<file path="config.mk">
export PLATFORM = sky130hd
export DESIGN_NAME = dual_attribute_value_scanner
export DESIGN_NICKNAME = d
export VERILOG_FILES = /design/src/rtl/core/davs_pkg.sv /design/src/rtl/core/davs_match.sv /design/src/rtl/core/davs_emit.sv /design/src/rtl/core/davs_outq.sv /design/src/rtl/core/dual_attribute_value_scanner.sv
export SDC_FILE = /design/constraint.sdc
export NUM_CORES = 1
export LEC_CHECK = 0
export ABC_AREA = 0
export BUFFER_PORTS_ARGS = -buffer_cell sky130_fd_sc_hd__buf_4
export CORE_ASPECT_RATIO = 1.1
export CORE_MARGIN = 3
export CORE_UTILIZATION = 35
export CTS_CLUSTER_DIAMETER = 200
export DETAILED_ROUTE_END_ITERATION = 16
export SLEW_MARGIN = 20
export SYNTH_ARGS = -nofsm -noshare
export SYNTH_HDL_FRONTEND = slang
export SYNTH_SLANG_ARGS = --single-unit
</file>
<file path="constraint.sdc">
create_clock -name clk -period 7 [get_ports clk]
set_input_delay 0.35 -clock clk [delete_from_list [all_inputs] [get_ports clk]]
set_output_delay 0.35 -clock clk [all_outputs]
set_load 0.005 [all_outputs]
</file>
<file path="src/rtl/core/davs_pkg.sv">
// davs_pkg: shared types, codes and name tables for the dual attribute value scanner.
// Used by davs_match, davs_emit, davs_outq, the top level and the checker. No dependencies.
`default_nettype none

package davs_pkg;

  localparam int unsigned NAME_LEN = 13;
  localparam logic [7:0]  QUOTE    = 8'h22;

  typedef enum logic {
    OP_SCAN  = 1'b0,
    OP_CLEAR = 1'b1
  } op_t;

  typedef enum logic [1:0] {
    KIND_STATUS = 2'd0,
    KIND_FIRST  = 2'd1,
    KIND_SECOND = 2'd2
  } kind_t;

  typedef enum logic {
    PAT_FIRST  = 1'b0,
    PAT_SECOND = 1'b1
  } pattern_t;

  // Per-word command into a matcher
  typedef struct packed {
    logic scan;
    logic clr;
  } cmd_t;

  // One output word
  typedef struct packed {
    kind_t      kind;
    logic [7:0] char_out;
    logic       first_found;
    logic       second_found;
    logic       last;
  } res_t;

  // data-n-a-sg="  /  data-n-a-ts="
  function automatic logic [7:0] name_char(input pattern_t pat, input logic [3:0] pos);
    logic [7:0] c;
    case (pos)
      4'd0:    c = "d";
      4'd1:    c = "a";
      4'd2:    c = "t";
      4'd3:    c = "a";
      4'd4:    c = "-";
      4'd5:    c = "n";
      4'd6:    c = "-";
      4'd7:    c = "a";
      4'd8:    c = "-";
      4'd9:    c = (pat == PAT_FIRST) ? 8'("s") : 8'("t");
      4'd10:   c = (pat == PAT_FIRST) ? 8'("g") : 8'("s");
      4'd11:   c = "=";
      4'd12:   c = QUOTE;
      default: c = 8'h00;
    endcase
    return c;
  endfunction

endpackage

`default_nettype wire

</file>
<file path="src/rtl/core/davs_match.sv">
// davs_match: one attribute-name matcher with its value capture memory.
// Depends on davs_pkg.
`default_nettype none

module davs_match #(
  parameter int unsigned VALUE_BYTES = 32,
  parameter int unsigned LW          = $clog2(VALUE_BYTES)
) (
  input  wire                     clk,
  input  wire                     rst_n,
  input  davs_pkg::pattern_t      pat,
  input  davs_pkg::cmd_t          cmd,
  input  wire [7:0]               data_byte,
  output logic                    have,
  output logic                    have_nxt,
  output logic [LW-1:0]           len,
  input  wire                     rd_en,
  input  wire [LW-1:0]            rd_addr,
  output logic [7:0]              rd_data
);

  logic [3:0]    pos_r, pos_nxt;
  logic          inval_r, inval_nxt;
  logic [LW-1:0] len_r, len_nxt;
  logic          have_r;
  logic          wr_en;
  logic [LW:0]   len_p1;
  logic [3:0]    pos_p1;
  logic [7:0]    store [VALUE_BYTES];
  logic [7:0]    rd_data_r;

  assign len_p1 = {1'b0, len_r} + (LW+1)'(1);
  assign pos_p1 = pos_r + 4'd1;

  always_comb begin
    pos_nxt   = pos_r;
    inval_nxt = inval_r;
    len_nxt   = len_r;
    have_nxt  = have_r;
    wr_en     = 1'b0;
    if (cmd.clr) begin
      pos_nxt   = '0;
      inval_nxt = 1'b0;
      len_nxt   = '0;
      have_nxt  = 1'b0;
    end else if (cmd.scan && !have_r) begin
      if (inval_r) begin
        if (data_byte == davs_pkg::QUOTE) begin
          have_nxt  = 1'b1;
          inval_nxt = 1'b0;
        end else if (len_p1 < (LW+1)'(VALUE_BYTES)) begin
          wr_en   = 1'b1;
          len_nxt = len_p1[LW-1:0];
        end else begin
          // overlong: drop byte, abandon capture
          inval_nxt = 1'b0;
          len_nxt   = '0;
        end
      end else if (pos_r < 4'(davs_pkg::NAME_LEN) &&
                   data_byte == davs_pkg::name_char(pat, pos_r)) begin
        if (pos_p1 >= 4'(davs_pkg::NAME_LEN)) begin
          inval_nxt = 1'b1;
          pos_nxt   = '0;
          len_nxt   = '0;
        end else begin
          pos_nxt = pos_p1;
        end
      end else begin
        pos_nxt = (data_byte == davs_pkg::name_char(pat, 4'd0)) ? 4'd1 : 4'd0;
      end
    end
  end

  always_ff @(posedge clk) begin
    if (!rst_n) begin
      pos_r   <= '0;
      inval_r <= 1'b0;
      len_r   <= '0;
      have_r  <= 1'b0;
    end else begin
      pos_r   <= pos_nxt;
      inval_r <= inval_nxt;
      len_r   <= len_nxt;
      have_r  <= have_nxt;
    end
  end

  // capture memory: one write port, one registered read port
  always_ff @(posedge clk) begin
    if (wr_en) begin
      store[len_r] <= data_byte;
    end
    if (rd_en) begin
      rd_data_r <= store[rd_addr];
    end
  end

  assign have    = have_r;
  assign len     = len_r;
  assign rd_data = rd_data_r;

endmodule

`default_nettype wire

</file>
<file path="src/rtl/core/davs_emit.sv">
// davs_emit: read sequencer that plays out both captured values after completion.
// Depends on davs_pkg; drives the read ports of both davs_match memories.
`default_nettype none

module davs_emit #(
  parameter int unsigned VALUE_BYTES = 32,
  parameter int unsigned LW          = $clog2(VALUE_BYTES)
) (
  input  wire            clk,
  input  wire            rst_n,
  input  wire            start,
  input  wire [LW-1:0]   len1,
  input  wire [LW-1:0]   len2,
  input  wire            q_full,
  input  wire [7:0]      rd1_data,
  input  wire [7:0]      rd2_data,
  output logic           rd1_en,
  output logic           rd2_en,
  output logic [LW-1:0]  rd_addr,
  output logic           busy,
  output logic           push,
  output davs_pkg::res_t push_res
);

  logic          act_r, act_nxt;
  logic          phase_r, phase_nxt;     // 0: first value, 1: second value
  logic [LW-1:0] idx_r, idx_nxt;
  logic [LW-1:0] len1_r, len2_r;
  logic          pend_r, pend_nxt;
  logic          pend_sec_r;
  logic          pend_last_r;
  logic          issue;
  logic          at_end;
  logic          run_last;

  assign push  = pend_r && !q_full;
  assign issue = act_r && (!pend_r || push);
  assign busy  = act_r || pend_r;

  assign at_end   = phase_r ? (idx_r == len2_r - LW'(1)) : (idx_r == len1_r - LW'(1));
  assign run_last = at_end && (phase_r || len2_r == '0);

  assign rd_addr = idx_r;
  assign rd1_en  = issue && !phase_r;
  assign rd2_en  = issue && phase_r;

  always_comb begin
    act_nxt   = act_r;
    phase_nxt = phase_r;
    idx_nxt   = idx_r;
    pend_nxt  = issue ? 1'b1 : (push ? 1'b0 : pend_r);
    if (start) begin
      idx_nxt   = '0;
      act_nxt   = (len1 != '0) || (len2 != '0);
      phase_nxt = (len1 == '0);
    end else if (issue) begin
      if (at_end) begin
        idx_nxt = '0;
        if (!phase_r && len2_r != '0) begin
          phase_nxt = 1'b1;
        end else begin
          act_nxt = 1'b0;
        end
      end else begin
        idx_nxt = idx_r + LW'(1);
      end
    end
  end

  always_ff @(posedge clk) begin
    if (!rst_n) begin
      act_r  <= 1'b0;
      pend_r <= 1'b0;
    end else begin
      act_r  <= act_nxt;
      pend_r <= pend_nxt;
    end
  end

  always_ff @(posedge clk) begin
    phase_r <= phase_nxt;
    idx_r   <= idx_nxt;
    if (start) begin
      len1_r <= len1;
      len2_r <= len2;
    end
    if (issue) begin
      pend_sec_r  <= phase_r;
      pend_last_r <= run_last;
    end
  end

  always_comb begin
    push_res.kind         = pend_sec_r ? davs_pkg::KIND_SECOND : davs_pkg::KIND_FIRST;
    push_res.char_out     = pend_sec_r ? rd2_data : rd1_data;
    push_res.first_found  = 1'b1;
    push_res.second_found = 1'b1;
    push_res.last         = pend_last_r;
  end

endmodule

`default_nettype wire

</file>
<file path="src/rtl/core/davs_outq.sv">
// davs_outq: two-word output queue that decouples the result channel from the scan side.
// Depends on davs_pkg.
`default_nettype none

module davs_outq (
  input  wire            clk,
  input  wire            rst_n,
  input  wire            push,
  input  davs_pkg::res_t push_res,
  output logic           full,
  output logic           out_valid,
  input  wire            out_stall,
  output davs_pkg::res_t out_res
);

  davs_pkg::res_t ent [2];
  logic           wp_r, rp_r;
  logic [1:0]     cnt_r, cnt_nxt;
  logic           pop;

  assign out_valid = (cnt_r != 2'd0);
  assign full      = (cnt_r == 2'd2);
  assign pop       = out_valid && !out_stall;
  assign out_res   = ent[rp_r];

  always_comb begin
    cnt_nxt = cnt_r;
    case ({push, pop})
      2'b10:   cnt_nxt = cnt_r + 2'd1;
      2'b01:   cnt_nxt = cnt_r - 2'd1;
      default: cnt_nxt = cnt_r;
    endcase
  end

  always_ff @(posedge clk) begin
    if (!rst_n) begin
      wp_r  <= 1'b0;
      rp_r  <= 1'b0;
      cnt_r <= 2'd0;
    end else begin
      cnt_r <= cnt_nxt;
      if (push) begin
        wp_r <= ~wp_r;
      end
      if (pop) begin
        rp_r <= ~rp_r;
      end
    end
  end

  always_ff @(posedge clk) begin
    if (push) begin
      ent[wp_r] <= push_res;
    end
  end

endmodule

`default_nettype wire

</file>
<file path="src/rtl/core/dual_attribute_value_scanner.sv">
// dual_attribute_value_scanner: top level; two name matchers, value emitter, output queue.
// Depends on davs_pkg, davs_match, davs_emit and davs_outq.
//
//   channel | ports                                  | handshake
//   --------+----------------------------------------+------------------
//   in      | in_op, in_data_byte                    | in_valid/in_stall
//   out     | out_kind, out_char_out, out_first_found,| out_valid/out_stall
//           | out_second_found, out_last             |
//
// Cycles: one input word per clock while in_stall is low; its status word enters the
//   output queue the next cycle. The completing word adds one value word per cycle
//   while the queue has room (up to 2*(VALUE_BYTES-1)), paced by the single read port
//   of each capture memory; the input stays stalled until the last one is queued.
// Reset: synchronous, active low; clears matchers, emitter and queue. The capture
//   memories are not cleared, only entries below the captured length are ever read.
// Stalls: a two-word output queue lets a new word in while a result waits; in_stall
//   rises only when the queue is full or a value run is playing out.
`default_nettype none

module dual_attribute_value_scanner #(
  parameter int unsigned VALUE_BYTES = 32
) (
  input  wire        clk,
  input  wire        rst_n,
  input  wire        in_valid,
  output logic       in_stall,
  input  wire        in_op,
  input  wire [7:0]  in_data_byte,
  output logic       out_valid,
  input  wire        out_stall,
  output logic [1:0] out_kind,
  output logic [7:0] out_char_out,
  output logic       out_first_found,
  output logic       out_second_found,
  output logic       out_last
);

  localparam int unsigned LW = $clog2(VALUE_BYTES);

  logic           accept;
  davs_pkg::cmd_t cmd;
  logic           have1, have1_nxt, have2, have2_nxt;
  logic [LW-1:0]  len1, len2;
  logic           complete;
  logic           rd1_en, rd2_en;
  logic [LW-1:0]  rd_addr;
  logic [7:0]     rd1_data, rd2_data;
  logic           emit_busy, emit_push;
  davs_pkg::res_t emit_res, stat_res, push_res, out_res;
  logic           q_full, q_push;

  // No new word while the queue is full or a value run owns the output;
  // this also keeps the capture memories free of writes while they are read.
  assign in_stall = q_full || emit_busy;
  assign accept   = in_valid && !in_stall;

  assign cmd.scan = accept && (davs_pkg::op_t'(in_op) == davs_pkg::OP_SCAN);
  assign cmd.clr  = accept && (davs_pkg::op_t'(in_op) == davs_pkg::OP_CLEAR);

  davs_match #(.VALUE_BYTES(VALUE_BYTES), .LW(LW)) u_match1 (
    .clk       (clk),
    .rst_n     (rst_n),
    .pat       (davs_pkg::PAT_FIRST),
    .cmd       (cmd),
    .data_byte (in_data_byte),
    .have      (have1),
    .have_nxt  (have1_nxt),
    .len       (len1),
    .rd_en     (rd1_en),
    .rd_addr   (rd_addr),
    .rd_data   (rd1_data)
  );

  davs_match #(.VALUE_BYTES(VALUE_BYTES), .LW(LW)) u_match2 (
    .clk       (clk),
    .rst_n     (rst_n),
    .pat       (davs_pkg::PAT_SECOND),
    .cmd       (cmd),
    .data_byte (in_data_byte),
    .have      (have2),
    .have_nxt  (have2_nxt),
    .len       (len2),
    .rd_en     (rd2_en),
    .rd_addr   (rd_addr),
    .rd_data   (rd2_data)
  );

  // Both values found on this word for the first time. The completing byte is a
  // quote, so neither length moves on this word and len1/len2 are final.
  assign complete = cmd.scan && !(have1 && have2) && have1_nxt && have2_nxt;

  always_comb begin
    stat_res.kind         = davs_pkg::KIND_STATUS;
    stat_res.char_out     = 8'h00;
    stat_res.first_found  = have1_nxt;
    stat_res.second_found = have2_nxt;
    stat_res.last         = !(complete && (len1 != '0 || len2 != '0));
  end

  davs_emit #(.VALUE_BYTES(VALUE_BYTES), .LW(LW)) u_emit (
    .clk      (clk),
    .rst_n    (rst_n),
    .start    (complete),
    .len1     (len1),
    .len2     (len2),
    .q_full   (q_full),
    .rd1_data (rd1_data),
    .rd2_data (rd2_data),
    .rd1_en   (rd1_en),
    .rd2_en   (rd2_en),
    .rd_addr  (rd_addr),
    .busy     (emit_busy),
    .push     (emit_push),
    .push_res (emit_res)
  );

  // Status words and value words never compete: the emitter only pushes while busy.
  assign q_push   = accept || emit_push;
  assign push_res = accept ? stat_res : emit_res;

  davs_outq u_outq (
    .clk       (clk),
    .rst_n     (rst_n),
    .push      (q_push),
    .push_res  (push_res),
    .full      (q_full),
    .out_valid (out_valid),
    .out_stall (out_stall),
    .out_res   (out_res)
  );

  assign out_kind         = out_res.kind;
  assign out_char_out     = out_res.char_out;
  assign out_first_found  = out_res.first_found;
  assign out_second_found = out_res.second_found;
  assign out_last         = out_res.last;

endmodule

`default_nettype wire

</file>
==> implementation parameters <==
Parameter                              Value

Logic synthesis
  Cell count after synthesis ... 1313
  Synth area leaders ... sky130_fd_sc_hd__edfxtp_1 (69%), sky130_fd_sc_hd__mux4_2 (15%), sky130_fd_sc_hd__dfxtp_1 (2.8%)
  Register bit count reported by yosys ... about 600
  Mapped Nets ... ~1300
  Count of flip-flops with a built-in enable after synthesis ... approximately 570
  Fraction of synthesis flops using an asynchronous set or reset pin ... 0
  Share of the yosys chip area belonging to registers ... 0.719
  Top cell type by total area after synthesis ... sky130_fd_sc_hd__edfxtp_1
  Mean area per synthesized cell ... between 15 and 20 µm²
  Count of warnings emitted by yosys ... 0
  Post-synth top flop ... sky130_fd_sc_hd__edfxtp_1
  Fraction of synthesized cell area taken by the top area cell type ... 0.691
  Netlist area before placement ... 0.0246 mm²
  Unique masters post-synth ... roughly 70

Clock tree
  Insertion delay of the later-clocked pin in the worst-skew pair ... roughly 600 ps
  TritonCTS clock tree ... built
  H-tree depth ... 2
  Num CTS Buffers ... between 50 and 60
  Maximum root-to-sink buffer count ... 3
  Hold_buf cts ... 0
  Clock transition at path regs ... about 60 ps
  Root buffer cell ... sky130_fd_sc_hd__clkbuf_16
  Buffers inserted by post-CTS timing repair ... 0
  Clock net sink count ... about 600
  Post-CTS resize count ... 0

Route
  DRT Pass-1 Iters ... 5
  Number of nets with antenna violations after detailed routing ... 0
  First DRT Iteration DRCs ... 833
  Number of vias per cell ... 5.34
  Average detailed-routed wire length per instance ... 24.5 µm
  Count of unresolved DRC violations after routing ... 0
  Overall via count from detail_route ... around 12000
  Detailed-route wire length ... between 50 and 60 mm

Critical path
  Logic depth of the worst register-to-register path ... 6
  Delay of the slowest cell on the worst path ... approximately 720 ps
  CP max stage cell ... sky130_fd_sc_hd__nor2_1
  Arrival @ worst endpoint ... approximately 3700 ps
  Data required time of the critical path ... ~7200 ps
  Critical path endpoint category ... register
  Critical Path Source ... u_outq.cnt_r[0]$_SDFFE_PN0P_
  Crit start category ... register
  R2r startpoint ... u_outq.cnt_r[0]$_SDFFE_PN0P_
  Critical Path, Cell by Cell ... nand2b_1 -> nand3_1 -> or3_1 -> nor3_1 -> nand2_1 -> nor2_1
  Maximum fanout along the worst path ... 8
  Critical path type ... register to register

Power and ir drop
  Max VDD drop ... 241 µV
  Reported leakage power ... about 8.4 nW
  Total power per unit cell area ... 281 mW/mm²
  Final Total Pwr ... ~7.8 mW

Run status
  Status ... completed

Final layout
  Layout filler cell count ... roughly 6000
  Sequential cell area in the final layout ... between 0.015 and 0.02 mm²
  Proportion of layout cells with a drive suffix above 1 ... 0.246
  Final core utilization ... 0.398
  Total inserted antenna cells ... 0
  Multi-input combinational cell area ... ~0.0066 mm²
  Net count, final ... 1372
  Layout area overhead ... 12.1%

Min path
  Hold/Removal Path Class ... input pin to register
  Hold Startpoint ... in_data_byte[6]
  Number of cells on the worst hold path ... 1

STA
  Final period demand of the worst path ... 3500 ps
  RSZ-0062 raised after global routing ... no
  Peak Freq ... 286 MHz
  Post-route worst setup slack ... roughly 3500 ps
  WHS ... approximately 67 ps
  Final sum of negative setup slack ... 0 ps
  Share of the clock period used by the worst path after layout ... 0.500
  Actual slew at the worst max-slew pin ... ~1100 ps
  Worst setup skew after layout ... 26.7 ps
  Final setup fails ... 0
  Number of hold violations in the final report ... 0
  Final Slew Violations ... 0
  Max-slew headroom ... 0.248

Die
  Die Footprint ... between 0.07 and 0.08 mm²
  Initial Util ... 0.355
  Floorplan core area ... 0.0694 mm²
  Std-Cell Rows ... about 100
  Horizontal die dimension ... 259 µm
  Vertical die dimension ... ~280 µm
  I/O pin cnt ... 28

Global route
  Remaining Overflow, GRT ... 0
  Number of global-route vias before repair ... around 12000
  Total Routing Usage GR ... 0.153
  Initial antenna violation count ... 1
  Pin count of the biggest net entering global routing ... a little under 70
  Global-route wire length before repair ... 84.0 mm

Run
  Max-cap violations ... 0

Placed design
  Pre-CTS setup slack ... between 3000 and 4000 ps
  Final HPWL DP ... 36.7 mm
  Number of input and output port buffers inserted ... 27
  Last weighted congestion value of the routability-driven placer ... roughly 0.84
registers in the layout, summed over array words and instances (netlist names), 2 cells and up, named ones only:
| signal | flops |
|---|---|
| u_match1.len | 5 |
| u_match2.store | 256 |
| u_outq.cnt_r | 2 |
| u_match2.pos_r | 4 |
| u_match1.pos_r | 4 |
| u_match2.rd_data | 8 |
| u_match1.store | 256 |
| u_emit.len2_r | 5 |
| u_emit.len1_r | 5 |
| u_emit.rd_addr | 5 |
| u_match1.rd_data | 8 |
| u_outq.ent | 26 |
| u_match2.len | 5 |
per-layer routing:
layer / track usage / wire length, µm
met5: 0 / 0
met4: 0.0376 / 1050
met3: 0.0249 / 3230
met2: 0.259 / 28700
met1: 0.206 / 23700
cell usage in the layout, fill, tap and decap left out, drive strengths merged, types with 8 or more instances in the layout:
master	n
a21oi	29
and2	8
buf	41
clkbuf	73
clkinv	19
dfxtp	34
edfxtp	567
ha	21
inv	22
mux2	32
mux2i	14
mux4	160
nand2	43
nand2b	8
nand3	18
nand3b	8
nor2	115
nor2b	8
nor3	10
o21ai	22
or3	8
xnor2	10
kinds of logic (layout without fill, tap and decap cells):
family                   count (synthesis)  in the layout  synth area share
buffers and inverters                   91            162            0.0144
XOR/XNOR                                17             17           0.00604
adder cells (fa/ha/maj)                 21             21            0.0107
multiplexers                           206            206             0.167
AO/OA/AOI/OAI                          107            107            0.0289
flip-flops                             601            601             0.719
AND/OR/NAND/NOR                        270            270            0.0548
cells in the mapped netlist (3+ instances only):
| cell type | number |
|---|---|
| sky130_fd_sc_hd__a211oi_1 | 5 |
| sky130_fd_sc_hd__a21oi_1 | 28 |
| sky130_fd_sc_hd__a221oi_1 | 5 |
| sky130_fd_sc_hd__a31oi_1 | 4 |
| sky130_fd_sc_hd__a32oi_1 | 3 |
| sky130_fd_sc_hd__and2_1 | 8 |
| sky130_fd_sc_hd__and3_1 | 4 |
| sky130_fd_sc_hd__buf_1 | 11 |
| sky130_fd_sc_hd__buf_2 | 4 |
| sky130_fd_sc_hd__clkbuf_1 | 56 |
| sky130_fd_sc_hd__dfxtp_1 | 34 |
| sky130_fd_sc_hd__edfxtp_1 | 567 |
| sky130_fd_sc_hd__ha_1 | 21 |
| sky130_fd_sc_hd__inv_1 | 18 |
| sky130_fd_sc_hd__mux2_2 | 31 |
| sky130_fd_sc_hd__mux2i_1 | 14 |
| sky130_fd_sc_hd__mux4_2 | 160 |
| sky130_fd_sc_hd__nand2_1 | 43 |
| sky130_fd_sc_hd__nand2b_1 | 8 |
| sky130_fd_sc_hd__nand3_1 | 18 |
| sky130_fd_sc_hd__nand3b_1 | 8 |
| sky130_fd_sc_hd__nand4_1 | 7 |
| sky130_fd_sc_hd__nor2_1 | 115 |
| sky130_fd_sc_hd__nor2b_1 | 8 |
| sky130_fd_sc_hd__nor3_1 | 10 |
| sky130_fd_sc_hd__nor3b_1 | 4 |
| sky130_fd_sc_hd__nor4_1 | 5 |
| sky130_fd_sc_hd__nor4b_1 | 3 |
| sky130_fd_sc_hd__o211ai_1 | 3 |
| sky130_fd_sc_hd__o21ai_0 | 22 |
| sky130_fd_sc_hd__o21bai_1 | 5 |
| sky130_fd_sc_hd__o22ai_1 | 5 |
| sky130_fd_sc_hd__o31ai_1 | 5 |
| sky130_fd_sc_hd__or2_2 | 6 |
| sky130_fd_sc_hd__or3_1 | 8 |
| sky130_fd_sc_hd__or3b_2 | 5 |
| sky130_fd_sc_hd__xnor2_1 | 10 |
| sky130_fd_sc_hd__xor2_1 | 7 |
power by group:
group | internal, mW | switching, mW | leakage [nW]
Clock | 1.65 | 1.28 | 0.856
Sequential | 3.98 | 0.0673 | 5.41
Combinational | 0.382 | 0.402 | 2.17
Total | 6.01 | 1.75 | 8.44
per-stage QoR:
step	instances	cell area (µm²)
floorplan	1313	24600
global placement	2209	25900
detailed placement	2209	25900
CTS	2311	27600
global route	2311	27600
finish	2311	27600
cell type report:
type                    instances  area share
clock buffers                  73      0.0522
inverters                      19     0.00258
well taps                     927      0.0420
clock inverters                29      0.0115
repair buffers                 41      0.0116
flip-flops and latches        601       0.642
multi-input cells             621       0.239
critical path: cells and delay by family (launching register included):
kind | cells | cell delay (ps)
simple gates | 6 | 2710
flops | 1 | 430
path summary, 6_finish.rpt:
| check | end | slack [ps] |
|---|---|---|
| max reg2reg | u_match1.store[24][6]$_DFFE_PP_ | 3500 |
| min | u_match1.store[14][6]$_DFFE_PP_ | 70 |
| max | u_match1.store[24][6]$_DFFE_PP_ | 3500 |
| min reg2reg | u_emit.pend_r$_SDFFE_PN0P_ | 490 |
Power figures use the tool's default switching activity.
